===== config.mk =====
export PLATFORM = sky130hd
export DESIGN_NAME = positional_list_with_max_top_flat
export DESIGN_NICKNAME = d
export VERILOG_FILES = /design/src/hw/rtl/plm_pkg.sv /design/src/hw/rtl/plm_in_if.sv /design/src/hw/rtl/plm_out_if.sv /design/src/hw/rtl/plm_cell.sv /design/src/hw/rtl/positional_list_with_max_top.sv /design/src/flat_wrapper.sv
export SDC_FILE = /design/constraint.sdc
export NUM_CORES = 2
export LEC_CHECK = 0
export CAP_MARGIN = 20
export CORE_MARGIN = 2
export CORE_UTILIZATION = 35
export CTS_BUF_LIST = sky130_fd_sc_hd__clkbuf_2 sky130_fd_sc_hd__clkbuf_4 sky130_fd_sc_hd__clkbuf_8
export DETAILED_ROUTE_END_ITERATION = 16
export DONT_BUFFER_PORTS = 1
export PLACE_DENSITY_LB_ADDON = 0.1
export SETUP_SLACK_MARGIN = 0.1
export SLEW_MARGIN = 0
export SYNTH_ARGS = -nofsm -noshare
export SYNTH_HDL_FRONTEND = slang
export SYNTH_SLANG_ARGS = --single-unit

===== constraint.sdc =====
create_clock -name clk -period 6.5 [get_ports clk]
set_input_delay 0.325 -clock clk [delete_from_list [all_inputs] [get_ports clk]]
set_output_delay 0.325 -clock clk [all_outputs]
set_load 0.05 [all_outputs]

===== src/hw/rtl/plm_pkg.sv =====
// Shared types and constants for the positional list with running maximum.
// Used by the channel interfaces, the storage cell and the top level.
// No dependencies.
package plm_pkg;

  localparam int WORD_W    = 32;
  localparam int POS_W     = 8;
  localparam int OP_W      = 2;
  localparam int STAT_W    = 2;
  localparam int OUT_CNT_W = 5;

  localparam logic [WORD_W-1:0] EMPTY_MAX = {WORD_W{1'b1}};

  typedef enum logic [OP_W-1:0] {
    OP_INSERT = 2'd0,
    OP_REMOVE = 2'd1,
    OP_SWAP   = 2'd2
  } op_t;

  typedef enum logic [STAT_W-1:0] {
    ST_DONE  = 2'd0,
    ST_RANGE = 2'd1,
    ST_FULL  = 2'd2
  } status_t;

  // Action broadcast to every cell of the ring.
  typedef enum logic [2:0] {
    ACT_HOLD   = 3'd0,
    ACT_ROTATE = 3'd1,
    ACT_INSERT = 3'd2,
    ACT_REMOVE = 3'd3,
    ACT_SWAP   = 3'd4
  } action_t;

  typedef struct packed {
    action_t           act;
    logic [POS_W-1:0]  idx_a;
    logic [POS_W-1:0]  idx_b;
    logic [WORD_W-1:0] val_a;
    logic [WORD_W-1:0] val_b;
  } cell_cmd_t;

endpackage


===== src/hw/rtl/plm_in_if.sv =====
// Request channel of the positional list: valid/ready handshake and payload.
// Depends on plm_pkg for field widths.
interface plm_in_if;
  import plm_pkg::*;

  logic                     valid;
  logic                     ready;
  logic [OP_W-1:0]          op;
  logic [POS_W-1:0]         position;
  logic [POS_W-1:0]         second_position;
  logic signed [WORD_W-1:0] value;

  modport source (output valid, output op, output position, output second_position,
                  output value, input ready);
  modport sink   (input valid, input op, input position, input second_position,
                  input value, output ready);
endinterface


===== src/hw/rtl/plm_out_if.sv =====
// Result channel of the positional list: valid/ready handshake and payload.
// Depends on plm_pkg for field widths.
interface plm_out_if;
  import plm_pkg::*;

  logic                     valid;
  logic                     ready;
  logic [STAT_W-1:0]        status;
  logic signed [WORD_W-1:0] removed_value;
  logic [OUT_CNT_W-1:0]     entry_count;
  logic signed [WORD_W-1:0] largest_value;
  logic [OUT_CNT_W-1:0]     largest_position;

  modport source (output valid, output status, output removed_value, output entry_count,
                  output largest_value, output largest_position, input ready);
  modport sink   (input valid, input status, input removed_value, input entry_count,
                  input largest_value, input largest_position, output ready);
endinterface


===== src/hw/rtl/plm_cell.sv =====
// One storage cell of the list ring: holds a single entry and updates it
// from its neighbours or the broadcast command. Depends on plm_pkg.
module plm_cell (
  input  logic                      clk,
  input  plm_pkg::cell_cmd_t        cmd,
  input  logic [plm_pkg::POS_W-1:0] cell_idx,
  input  logic [plm_pkg::WORD_W-1:0] left_entry,
  input  logic [plm_pkg::WORD_W-1:0] right_entry,
  output logic [plm_pkg::WORD_W-1:0] entry
);
  import plm_pkg::*;

  logic [WORD_W-1:0] entry_r;
  logic [WORD_W-1:0] entry_nxt;

  always_comb begin
    entry_nxt = entry_r;
    unique case (cmd.act)
      ACT_HOLD: begin
        entry_nxt = entry_r;
      end
      ACT_ROTATE: begin
        entry_nxt = right_entry;
      end
      ACT_INSERT: begin
        if (cell_idx > cmd.idx_a) begin
          entry_nxt = left_entry;
        end else if (cell_idx == cmd.idx_a) begin
          entry_nxt = cmd.val_a;
        end
      end
      ACT_REMOVE: begin
        if (cell_idx >= cmd.idx_a) begin
          entry_nxt = right_entry;
        end
      end
      ACT_SWAP: begin
        if (cell_idx == cmd.idx_a) begin
          entry_nxt = cmd.val_b;
        end else if (cell_idx == cmd.idx_b) begin
          entry_nxt = cmd.val_a;
        end
      end
      default: begin
        entry_nxt = entry_r;
      end
    endcase
  end

  always_ff @(posedge clk) begin
    entry_r <= entry_nxt;
  end

  assign entry = entry_r;

endmodule


===== src/hw/rtl/positional_list_with_max_top.sv =====
// Top level of the positional list with running maximum.
// Depends on plm_pkg, plm_in_if, plm_out_if and plm_cell.
module positional_list_with_max_top #(
  parameter int CAPACITY = 16
) (
  input logic      clk,
  input logic      rst_n,
  plm_in_if.sink   in_chan,
  plm_out_if.source out_chan
);
  // Usage
  // -----
  // Each transaction on in_chan carries one operation (insert, remove or swap) on a
  // list of up to CAPACITY signed words with 1-based positions. Exactly one
  // transaction on out_chan answers it, giving the status, the removed value, the
  // entry count and the greatest entry with its first position.
  // The entries live in a ring of identical cells. Insert and remove shift every
  // affected cell towards its neighbour in one broadcast step. Reading entries (the
  // value to remove, the two values to swap, and the maximum) is done by rotating
  // the whole ring once past the head cell, one entry per cycle, which brings every
  // entry back to its own cell after CAPACITY steps.
  // Each operation runs through the sequencer states in order: an insert through edit,
  // scan and finish, a valid remove or swap first through gather (one extra ring pass
  // to fetch the values), and a rejected or unknown operation through scan and finish
  // alone. The input is ready again in the cycle the result appears.
  // The result sits in an output register, so a new transaction is accepted while
  // an earlier result still waits; a stalled receiver only holds the block once
  // a second result is ready to be written into that register.
  // Synchronous reset empties the list and drops any pending result; the entry
  // storage itself is not cleared, as only held entries are ever read.

  import plm_pkg::*;

  localparam int IDX_W = $clog2(CAPACITY);
  localparam int CNT_W = $clog2(CAPACITY + 1);
  localparam int CMP_W = (CNT_W > POS_W) ? CNT_W + 1 : POS_W + 1;

  typedef enum logic [4:0] {
    S_IDLE   = 5'b00001,
    S_GATHER = 5'b00010,
    S_EDIT   = 5'b00100,
    S_SCAN   = 5'b01000,
    S_FINISH = 5'b10000
  } state_t;

  // Control state.
  state_t            state_r, state_nxt;
  logic [IDX_W-1:0]  step_r, step_nxt;
  logic [CNT_W-1:0]  count_r, count_nxt;
  logic              out_valid_r, out_valid_nxt;

  // Operation held for the duration of its passes.
  op_t               op_r, op_nxt;
  status_t           status_r, status_nxt;
  logic [IDX_W-1:0]  pa_r, pa_nxt;
  logic [IDX_W-1:0]  pb_r, pb_nxt;
  logic [WORD_W-1:0] val_r, val_nxt;
  logic [WORD_W-1:0] grab_a_r, grab_a_nxt;
  logic [WORD_W-1:0] grab_b_r, grab_b_nxt;
  logic [WORD_W-1:0] best_r, best_nxt;
  logic [CNT_W-1:0]  bpos_r, bpos_nxt;

  // Result register.
  status_t              out_status_r, out_status_nxt;
  logic [WORD_W-1:0]    out_removed_r, out_removed_nxt;
  logic [OUT_CNT_W-1:0] out_count_r, out_count_nxt;
  logic [WORD_W-1:0]    out_largest_r, out_largest_nxt;
  logic [OUT_CNT_W-1:0] out_lpos_r, out_lpos_nxt;

  logic              in_accept;
  logic              last_step;
  logic              out_free;
  logic [WORD_W-1:0] head;
  logic [CMP_W-1:0]  p1_w, p2_w, cnt_w;
  logic              p1_in_list, p2_in_list, p1_insertable, list_full;
  status_t           req_status;
  cell_cmd_t         cell_cmd;
  logic [WORD_W-1:0] entries [CAPACITY];

  // ---------------------------------------------------------------------------
  // Ring of cells. Cell 0 is the head; rotation moves every entry one cell
  // towards the head and the head entry round to the tail.
  // ---------------------------------------------------------------------------
  for (genvar g = 0; g < CAPACITY; g++) begin : g_cell
    plm_cell u_cell (
      .clk         (clk),
      .cmd         (cell_cmd),
      .cell_idx    (POS_W'(g)),
      .left_entry  (entries[(g + CAPACITY - 1) % CAPACITY]),
      .right_entry (entries[(g + 1) % CAPACITY]),
      .entry       (entries[g])
    );
  end

  assign head = entries[0];

  // ---------------------------------------------------------------------------
  // Request checks against the current count.
  // ---------------------------------------------------------------------------
  assign p1_w  = CMP_W'(in_chan.position);
  assign p2_w  = CMP_W'(in_chan.second_position);
  assign cnt_w = CMP_W'(count_r);

  assign p1_in_list    = (in_chan.position != '0) && (p1_w <= cnt_w);
  assign p2_in_list    = (in_chan.second_position != '0) && (p2_w <= cnt_w);
  assign p1_insertable = (in_chan.position != '0) && (p1_w <= cnt_w + CMP_W'(1));
  assign list_full     = (count_r == CNT_W'(CAPACITY));

  always_comb begin
    req_status = ST_DONE;
    unique case (in_chan.op)
      OP_INSERT: begin
        if (list_full) begin
          req_status = ST_FULL;
        end else if (!p1_insertable) begin
          req_status = ST_RANGE;
        end
      end
      OP_REMOVE: begin
        if (!p1_in_list) begin
          req_status = ST_RANGE;
        end
      end
      OP_SWAP: begin
        if (!p1_in_list || !p2_in_list) begin
          req_status = ST_RANGE;
        end
      end
      default: begin
        req_status = ST_DONE;
      end
    endcase
  end

  assign in_accept = in_chan.valid && in_chan.ready;
  assign last_step = (step_r == IDX_W'(CAPACITY - 1));
  assign out_free  = !out_valid_r || out_chan.ready;

  // ---------------------------------------------------------------------------
  // Command broadcast to the cells.
  // ---------------------------------------------------------------------------
  always_comb begin
    cell_cmd.act   = ACT_HOLD;
    cell_cmd.idx_a = POS_W'(pa_r);
    cell_cmd.idx_b = POS_W'(pb_r);
    cell_cmd.val_a = (op_r == OP_INSERT) ? val_r : grab_a_r;
    cell_cmd.val_b = grab_b_r;
    unique case (state_r)
      S_GATHER, S_SCAN: begin
        cell_cmd.act = ACT_ROTATE;
      end
      S_EDIT: begin
        unique case (op_r)
          OP_INSERT: cell_cmd.act = ACT_INSERT;
          OP_REMOVE: cell_cmd.act = ACT_REMOVE;
          OP_SWAP:   cell_cmd.act = ACT_SWAP;
          default:   cell_cmd.act = ACT_HOLD;
        endcase
      end
      default: begin
        cell_cmd.act = ACT_HOLD;
      end
    endcase
  end

  // ---------------------------------------------------------------------------
  // Sequencer and head-cell tracking.
  // ---------------------------------------------------------------------------
  always_comb begin
    state_nxt       = state_r;
    step_nxt        = step_r;
    count_nxt       = count_r;
    out_valid_nxt   = out_valid_r;
    op_nxt          = op_r;
    status_nxt      = status_r;
    pa_nxt          = pa_r;
    pb_nxt          = pb_r;
    val_nxt         = val_r;
    grab_a_nxt      = grab_a_r;
    grab_b_nxt      = grab_b_r;
    best_nxt        = best_r;
    bpos_nxt        = bpos_r;
    out_status_nxt  = out_status_r;
    out_removed_nxt = out_removed_r;
    out_count_nxt   = out_count_r;
    out_largest_nxt = out_largest_r;
    out_lpos_nxt    = out_lpos_r;

    if (out_valid_r && out_chan.ready) begin
      out_valid_nxt = 1'b0;
    end

    unique case (state_r)
      S_IDLE: begin
        if (in_accept) begin
          op_nxt     = op_t'(in_chan.op);
          status_nxt = req_status;
          pa_nxt     = IDX_W'(in_chan.position - POS_W'(1));
          pb_nxt     = IDX_W'(in_chan.second_position - POS_W'(1));
          val_nxt    = in_chan.value;
          grab_a_nxt = '0;
          grab_b_nxt = '0;
          best_nxt   = '0;
          bpos_nxt   = '0;
          step_nxt   = '0;
          if (req_status != ST_DONE) begin
            state_nxt = S_SCAN;
          end else begin
            unique case (in_chan.op)
              OP_INSERT:         state_nxt = S_EDIT;
              OP_REMOVE, OP_SWAP: state_nxt = S_GATHER;
              default:           state_nxt = S_SCAN;
            endcase
          end
        end
      end
      S_GATHER: begin
        // The head cell shows entry number step_r of the list.
        if (step_r == pa_r) begin
          grab_a_nxt = head;
        end
        if (step_r == pb_r) begin
          grab_b_nxt = head;
        end
        if (last_step) begin
          step_nxt  = '0;
          state_nxt = S_EDIT;
        end else begin
          step_nxt = step_r + IDX_W'(1);
        end
      end
      S_EDIT: begin
        if (op_r == OP_INSERT) begin
          count_nxt = count_r + CNT_W'(1);
        end else if (op_r == OP_REMOVE) begin
          count_nxt = count_r - CNT_W'(1);
        end
        state_nxt = S_SCAN;
      end
      S_SCAN: begin
        // Strictly greater keeps the first position on ties.
        if (CNT_W'(step_r) < count_r) begin
          if ((step_r == '0) || ($signed(head) > $signed(best_r))) begin
            best_nxt = head;
            bpos_nxt = CNT_W'(step_r) + CNT_W'(1);
          end
        end
        if (last_step) begin
          step_nxt  = '0;
          state_nxt = S_FINISH;
        end else begin
          step_nxt = step_r + IDX_W'(1);
        end
      end
      S_FINISH: begin
        if (out_free) begin
          out_valid_nxt   = 1'b1;
          out_status_nxt  = status_r;
          out_removed_nxt = ((op_r == OP_REMOVE) && (status_r == ST_DONE)) ? grab_a_r : '0;
          out_count_nxt   = OUT_CNT_W'(count_r);
          out_largest_nxt = (count_r == '0) ? EMPTY_MAX : best_r;
          out_lpos_nxt    = OUT_CNT_W'(bpos_r);
          state_nxt       = S_IDLE;
        end
      end
      default: begin
        state_nxt = S_IDLE;
      end
    endcase
  end

  always_ff @(posedge clk) begin
    if (!rst_n) begin
      state_r     <= S_IDLE;
      step_r      <= '0;
      count_r     <= '0;
      out_valid_r <= 1'b0;
    end else begin
      state_r     <= state_nxt;
      step_r      <= step_nxt;
      count_r     <= count_nxt;
      out_valid_r <= out_valid_nxt;
    end
  end

  always_ff @(posedge clk) begin
    op_r          <= op_nxt;
    status_r      <= status_nxt;
    pa_r          <= pa_nxt;
    pb_r          <= pb_nxt;
    val_r         <= val_nxt;
    grab_a_r      <= grab_a_nxt;
    grab_b_r      <= grab_b_nxt;
    best_r        <= best_nxt;
    bpos_r        <= bpos_nxt;
    out_status_r  <= out_status_nxt;
    out_removed_r <= out_removed_nxt;
    out_count_r   <= out_count_nxt;
    out_largest_r <= out_largest_nxt;
    out_lpos_r    <= out_lpos_nxt;
  end

  // ---------------------------------------------------------------------------
  // Channel outputs.
  // ---------------------------------------------------------------------------
  assign in_chan.ready             = rst_n && (state_r == S_IDLE);
  assign out_chan.valid            = out_valid_r;
  assign out_chan.status           = out_status_r;
  assign out_chan.removed_value    = out_removed_r;
  assign out_chan.entry_count      = out_count_r;
  assign out_chan.largest_value    = out_largest_r;
  assign out_chan.largest_position = out_lpos_r;

  // ---------------------------------------------------------------------------
  // Assertions.
  // ---------------------------------------------------------------------------
  a_count_bound : assert property (@(posedge clk) disable iff (!rst_n)
    count_r <= CNT_W'(CAPACITY))
    else $error("entry count exceeds capacity");

  a_busy_after_accept : assert property (@(posedge clk) disable iff (!rst_n)
    in_accept |=> !in_chan.ready)
    else $error("new transaction accepted while an operation is in flight");

  a_idle_step_zero : assert property (@(posedge clk) disable iff (!rst_n)
    (state_r == S_IDLE) |-> (step_r == '0))
    else $error("ring left rotated at the end of an operation");

  a_max_position : assert property (@(posedge clk) disable iff (!rst_n)
    (state_r == S_FINISH) |-> ((bpos_r <= count_r) && ((bpos_r == '0) == (count_r == '0))))
    else $error("position of the greatest entry inconsistent with the count");

endmodule


===== src/flat_wrapper.sv =====
// flat-port wrapper written by rule: the top's interface ports become plain ports
module positional_list_with_max_top_flat import plm_pkg::*;
#(
  parameter int CAPACITY = 16
)
  (clk, rst_n, in_chan_valid, in_chan_op, in_chan_position, in_chan_second_position, in_chan_value, in_chan_ready, out_chan_valid, out_chan_status, out_chan_removed_value, out_chan_entry_count, out_chan_largest_value, out_chan_largest_position, out_chan_ready);
  plm_in_if in_chan_i ();
  plm_out_if out_chan_i ();
  input logic clk;
  input logic rst_n;
  input wire logic [$bits(in_chan_i.valid)-1:0] in_chan_valid;
  input wire logic [$bits(in_chan_i.op)-1:0] in_chan_op;
  input wire logic [$bits(in_chan_i.position)-1:0] in_chan_position;
  input wire logic [$bits(in_chan_i.second_position)-1:0] in_chan_second_position;
  input wire logic [$bits(in_chan_i.value)-1:0] in_chan_value;
  output wire logic [$bits(in_chan_i.ready)-1:0] in_chan_ready;
  output wire logic [$bits(out_chan_i.valid)-1:0] out_chan_valid;
  output wire logic [$bits(out_chan_i.status)-1:0] out_chan_status;
  output wire logic [$bits(out_chan_i.removed_value)-1:0] out_chan_removed_value;
  output wire logic [$bits(out_chan_i.entry_count)-1:0] out_chan_entry_count;
  output wire logic [$bits(out_chan_i.largest_value)-1:0] out_chan_largest_value;
  output wire logic [$bits(out_chan_i.largest_position)-1:0] out_chan_largest_position;
  input wire logic [$bits(out_chan_i.ready)-1:0] out_chan_ready;
  assign in_chan_i.valid = in_chan_valid;
  assign in_chan_i.op = in_chan_op;
  assign in_chan_i.position = in_chan_position;
  assign in_chan_i.second_position = in_chan_second_position;
  assign in_chan_i.value = in_chan_value;
  assign in_chan_ready = in_chan_i.ready;
  assign out_chan_valid = out_chan_i.valid;
  assign out_chan_status = out_chan_i.status;
  assign out_chan_removed_value = out_chan_i.removed_value;
  assign out_chan_entry_count = out_chan_i.entry_count;
  assign out_chan_largest_value = out_chan_i.largest_value;
  assign out_chan_largest_position = out_chan_i.largest_position;
  assign out_chan_i.ready = out_chan_ready;
  positional_list_with_max_top #(.CAPACITY(CAPACITY)) u_core (.clk(clk), .rst_n(rst_n), .in_chan(in_chan_i), .out_chan(out_chan_i));
endmodule

* Word-level counts from Yosys, hierarchy flattened
Cells that the tools add are included.
** Word-level totals
- Output and inout bits :: 78
- Memory bits (writable) :: 0
- Input port bits :: 54
- Logic and storage cells :: 366
- ROM bits :: 0
- Latch bits :: 0
- Memories kept :: 0
- Bits in registers :: 748
** Cells by class
- Multiply operators :: 0
- Reductions and logical operators :: 54
- Shift-type cells :: 0
- Bitwise logic cells :: 0
- Div/mod/pow operators :: 0
- Equality and inequality tests :: 103
- Multiplexer cells :: 131
- Add/sub/neg operators :: 7
- Magnitude comparators :: 37
** Operators by type and width (number)
- 2-to-1 mux 32 bit :: 86
- case mux 32 bit (4 select lines) :: 16
- case mux 32 bit (2 select lines) :: 3
- inequality test 3 bit (second input constant) :: 32
- AND reduction 4 bit :: 18
- equality test 4 bit (first input constant) :: 16
- 2-to-1 mux 5 bit :: 10
- equality test 3 x 4 -> 1 bit (first input constant) :: 8
- >= comparator 4 bit (first input constant) :: 8
- greater-than comparator 32 bit :: 1
- greater-than comparator 4 bit (first input constant) :: 8
- inequality test 2 bit (second input constant) :: 16
- case mux 5 bit (5 select lines) :: 1
- equality test 2 x 4 -> 1 bit (first input constant) :: 4
- >= comparator 3 x 4 -> 1 bit (first input constant) :: 4
- greater-than comparator 3 x 4 -> 1 bit (first input constant) :: 4
- <= comparator 8 x 5 -> 1 bit :: 2
- logical NOT 8 bit :: 2
- inequality test 2 x 1 -> 1 bit (second input constant) :: 8
- case mux 4 bit (2 select lines) :: 2
- nonzero test 8 bit :: 2
- equality test 5 bit (second input constant) :: 2
- case mux 5 bit (2 select lines) :: 1
- nonzero test 2 bit :: 5
- 40 further kinds :: 73

* Longest topological paths before layout
- Depth in word-level cells :: 10
- Gate-level depth with buffers :: 10
- Gate-level depth less buffers :: 10

* By module
A second synthesis with hierarchy kept.
** Unflattened totals
- Cells, all modules :: 5029
- Area, all modules :: 54966.5 um^2
** Modules (own cells, without submodules)
- plm_cell at u_core.g_cell[10].u_cell ... :: cells each 268, seq. area each 960.9 um^2, area an instance 2776.4 um^2, times used 15
- positional_list_with_max_top :: cells each 742, seq. area each 6936.7 um^2, area an instance 10538.9 um^2, times used 1
- plm_cell at u_core.g_cell[0].u_cell :: cells each 267, seq. area each 960.9 um^2, area an instance 2781.4 um^2, times used 1

* Worst setup path after synthesis
OpenSTA, ideal clock, no wires.
- Kind :: register to register
- From :: register u_core.state_r[2]
- To :: register u_core.best_r[0] (enable)
- Buffers on the path :: 0
- Cell stages (with the launch flop) :: 6
- Data arrival time :: 5.815 ns
- Period minus slack after synthesis :: 6.339 ns
- Setup slack :: 0.161 ns
- Data required time :: 5.976 ns
- Library setup time :: 0.524 ns
- Cells stage by stage :: dfxtp_1 nor2_1 and4bb_1 and3_1 a221oi_1 nor4_1
** On the way
- Cells in the longest elaborated chain, start to end :: 5
- Elaborated cells on any way between the ends :: 9
- Those cells by class :: eq/ne: 5; reduce/logical: 4
** Ends and longest elaborated chain
- start, declared :: RTL line positional_list_with_max_top.sv:47 : state_t state_r, state_nxt;
- start signal, assigned :: RTL line positional_list_with_max_top.sv:279 : state_r <= state_nxt;
- equality test 5 x 1 -> 1 bit :: RTL line positional_list_with_max_top.sv:193, positional_list_with_max_top.sv:306
- logical AND 1 bit :: RTL line positional_list_with_max_top.sv:306 : assign in_chan.ready = rst_n && (state_r == S_IDLE);
- logical AND 1 bit :: RTL line positional_list_with_max_top.sv:135 : assign in_accept = in_chan.valid && in_chan.ready;
- inequality test 2 x 1 -> 1 bit (no source line)
- AND reduction 4 bit (no source line) *
- end signal, assigned :: RTL line positional_list_with_max_top.sv:294 : best_r <= best_nxt;
- end, declared :: RTL line positional_list_with_max_top.sv:60 : logic [WORD_W-1:0] best_r, best_nxt;
Mark *: on every way between the ends. The rest lies on a longest branch, timed or not.
A chain may end at the register's enable or synchronous reset.

* Worst setup path after layout
- From :: register u_core.state_r[4]
- To :: register u_core.g_cell[6].u_cell.entry_r[5] (enable)
** On the way
- Cells in the longest elaborated chain, start to end :: 6
- Elaborated cells on any way between the ends :: 14
- Those cells by class :: eq/ne: 10; mux: 1; reduce/logical: 3
** Ends and longest elaborated chain
- equality test 5 x 2 -> 1 bit / equality test 5 x 4 -> 1 bit (equally long branches) :: RTL line positional_list_with_max_top.sv:148 : unique case (state_r)
- OR reduction 2 bit (no source line)
- case mux 3 bit (2 select lines) * :: RTL line positional_list_with_max_top.sv:148
- equality test 3 bit, or another cell as far along :: RTL line plm_cell.sv:18 : unique case (cmd.act)
- inequality test 3 bit (no source line), or another cell as far along
- AND reduction 4 bit (no source line) *
- end signal, assigned :: RTL line plm_cell.sv:51 : entry_r <= entry_nxt;
- end, declared :: RTL line plm_cell.sv:13 : logic [WORD_W-1:0] entry_r;
Marks and branches as above.

==> impl_metrics.env <==
export IMPL_critPathMaxFanout=33
export IMPL_power_frac_seq_pct=44.5
export IMPL_ctsResizeCount=0
export IMPL_synth_edf_count=733
export IMPL_arrival_ns=4.42
export IMPL_synth_seq_cells=748
export IMPL_clock_fmax_mhz=257.0
export IMPL_fillers=12563
export IMPL_finalHoldViolations=0
export IMPL_end_kind="flip-flop"
export IMPL_clockPowerShare_pct=31.4
export IMPL_fin_cells=6356
export IMPL_clkTransAtPathRegs_ns=0.06
export IMPL_dp_cells=6035
export IMPL_p_int_mw=9.481
export IMPL_register_area_um2=22310
export IMPL_crit_start="u_core.state_r[4]"
export IMPL_die_area_um2=128700
export IMPL_switchingPower_mw=5.228
export IMPL_syn_nets=4940
export IMPL_rsz0062_at_grt="no"
export IMPL_antenna_left=0
export IMPL_holdWs_ns=0.07426
export IMPL_synth_ff_type="edfxtp_1"
export IMPL_setup_violations_final=0
export IMPL_cts_hold_buf=63
export IMPL_cap_violations=0
export IMPL_io_pins=132
export IMPL_leakage_nw=17.35
export IMPL_ir_drop_mv=0.2139
export IMPL_drc=0
export IMPL_post_dp_cell_area_um2=45110
export IMPL_synth_cell_type_count=70
export IMPL_status="finished clean"
export IMPL_crit_type="reg2reg"
export IMPL_antenna_found_initial=2
export IMPL_core_um2=125200
export IMPL_drt_wirelength_per_cell_um=27.05
export IMPL_grt_use_total_pct=25.90
export IMPL_multi_input_area_um2=19640
export IMPL_grt_pass1_vias=36591
export IMPL_place_congestion=0.7950
export IMPL_vias=37649
export IMPL_period_share_pct=59.87
export IMPL_drive_gt1_share_pct=9.568
export IMPL_clock_path_buffers=3
export IMPL_start_util_pct=35.18
export IMPL_cp_required_ns=7.02
export IMPL_syn_instance_count=4821
export IMPL_pwr_share_comb_pct=24.2
export IMPL_syn2layout_area_growth_pct=9.993
export IMPL_r2r_start="u_core.state_r[4]"
export IMPL_hpwl_um=95950
export IMPL_synth_seq_area_share_pct=50.64
export IMPL_htreeDepth=4
export IMPL_clkSinkCount=748
export IMPL_mostFrequentLayoutCells="nand2_1 (935), edfxtp_1 (733), nor2_1 (543)"
export IMPL_fin_worst_skew_ns=0.03153
export IMPL_grt_pass1_wl_um=251600
export IMPL_cts_tree="done"
export IMPL_power_mw=14.71
export IMPL_hp_start="in_chan_value[18]"
export IMPL_finalSetupTns_ns=0
export IMPL_die_y_um=358.8
export IMPL_synth_avg_cell_area_um2=9.140
export IMPL_slew_headroom_pct=23.14
export IMPL_avgViaCountPerCell=5.923
export IMPL_drtIter0Drc=4057
export IMPL_synthArstFlopShare_pct=0
export IMPL_power_density_nw_per_um2=303.5
export IMPL_cts_setup_buffers=0
export IMPL_grt_overflow_total=0
export IMPL_numCtsBuffers=144
export IMPL_critPathLaunchType="flip-flop"
export IMPL_dr_pass1_iters=6
export IMPL_final_util_pct=38.70
export IMPL_fin_crit_ns=3.892
export IMPL_nets=4715
export IMPL_grt_max_degree=153
export IMPL_ys_warn_count=0
export IMPL_fin_ws_ns=2.608
export IMPL_root_buffer="clkbuf_8"
export IMPL_pre_cts_slack_ns=2.669
export IMPL_drt_total_wl_um=171900
export IMPL_worst_pin_slew_ns=1.153
export IMPL_hold_path_class="in2reg"
export IMPL_rows=130
export IMPL_synth_area_um2=44060
export IMPL_insertion_delay_ns=0.89
export IMPL_layout_commonest_cell="nand2_1"
export IMPL_final_cell_area_um2=48470
export IMPL_p_sw_share_pct=35.54
export IMPL_fp_dieW_um=358.8
export IMPL_port_buffers=0
export IMPL_slew_viol_final=0
==> flip-flops by register name (all words and copies together) (netlist names) <==
name	flops
u_core.out_chan.status	2
u_core.state_r	5
u_core.grab_b_r	32
u_core.pa_r	4
u_core.val_r	32
u_core.out_chan.removed_value	32
u_core.bpos_r	5
u_core.count_r	5
u_core.status_r	2
u_core.out_chan.valid	1
u_core.out_chan.entry_count	5
u_core.g_cell.u_cell.entry	512
u_core.pb_r	4
u_core.out_chan.largest_position	5
u_core.out_chan.largest_value	32
u_core.step_r	4
u_core.op_r	2
u_core.grab_a_r	32
u_core.best_r	32
==> critical path: stages, from the launching register on <==
cell and delay, ns:
dfxtp_1 0.48, nor2_1 0.11, nand3_1 0.24, nor2_1 0.16, and2_4 0.42, buf_4 0.44, a22o_1 0.31, a21oi_4 0.81
buf_4 0.47
==> final cells by class <==
class                           count  area share, %
Timing Repair Buffer              169          3.217
Clock buffer                      198          4.965
Multi-Input combinational cell   3477          40.52
Sequential cell                   748          46.04
Inverter                           56         0.4337
Tap cell                         1650          4.260
Clock inverter                     55         0.5525
Antenna cell                        3        0.01549
==> cell families after synthesis <==
group	synth area share, %
buf+inv	5.867
xor+xnor	0.4373
compound gates	23.65
fa+ha+maj	1.863
simple gates	16.02
mux	1.525
flops	50.64
==> worst paths after layout <==
kind,to,slack [ns],depth (start not counted)
max,u_core.g_cell[6].u_cell.entry[5],2.61,8
min,u_core.val_r[18],0.07,1
max reg2reg,u_core.g_cell[6].u_cell.entry[5],2.61,8
min reg2reg,u_core.out_chan.largest_position[4],0.41,0
==> synthesized netlist by cell type (5+ instances only) <==
cell / number / area (um^2)
and2_1: 104 / 650.6
a221o_1: 61 / 610.6
a211oi_1: 34 / 255.2
ha_1: 64 / 800.8
a31oi_1: 5 / 31.28
nand2_1: 940 / 3528
inv_1: 54 / 202.7
edfxtp_1: 733 / 22010
buf_1: 50 / 187.7
a21oi_1: 478 / 2392
o21ai_0: 537 / 2688
a21boi_0: 5 / 37.54
buf_4: 27 / 202.7
xnor2_1: 10 / 87.58
nor2_1: 554 / 2079
nor2b_1: 9 / 56.30
a221oi_1: 10 / 87.58
a21o_1: 16 / 120.1
or2_2: 34 / 212.7
nor3_1: 9 / 45.04
nand3_1: 24 / 120.1
mux2i_1: 5 / 50.05
dfxtp_1: 15 / 300.3
nor4_1: 5 / 31.28
and3_1: 9 / 56.30
clkbuf_1: 292 / 1096
xor2_1: 12 / 105.1
nand2b_1: 8 / 50.05
nand4_1: 6 / 37.54
o221ai_1: 424 / 3714
a22oi_1: 27 / 202.7
o211ai_1: 11 / 82.58
mux2i_4: 27 / 608.1
buf_2: 167 / 835.8
==> per-layer routing <==
metal | global-route usage (%) | share of wire [%] | vias up
met5 | 0 | 0.0064 | -
met4 | 10.30 | 3.7 | 2
met3 | 3.857 | 5.5 | 290
met2 | 41.72 | 47 | 1367
met1 | 34.95 | 44 | 18741
li1 | - | - | 17249
==> power by group through the flow <==
stage | combinational (mW) | sequential (mW) | clock [mW]
CTS | 3.53 | 6.54 | 4.72
detailed placement | 3.48 | 6.62 | 0
global route | 3.94 | 6.58 | 4.92
floorplan | 2.47 | 6.33 | 0
finish | 3.55 | 6.54 | 4.62
global placement | 3.44 | 6.63 | 0
Note: power is estimated with default switching activity, not from simulation.
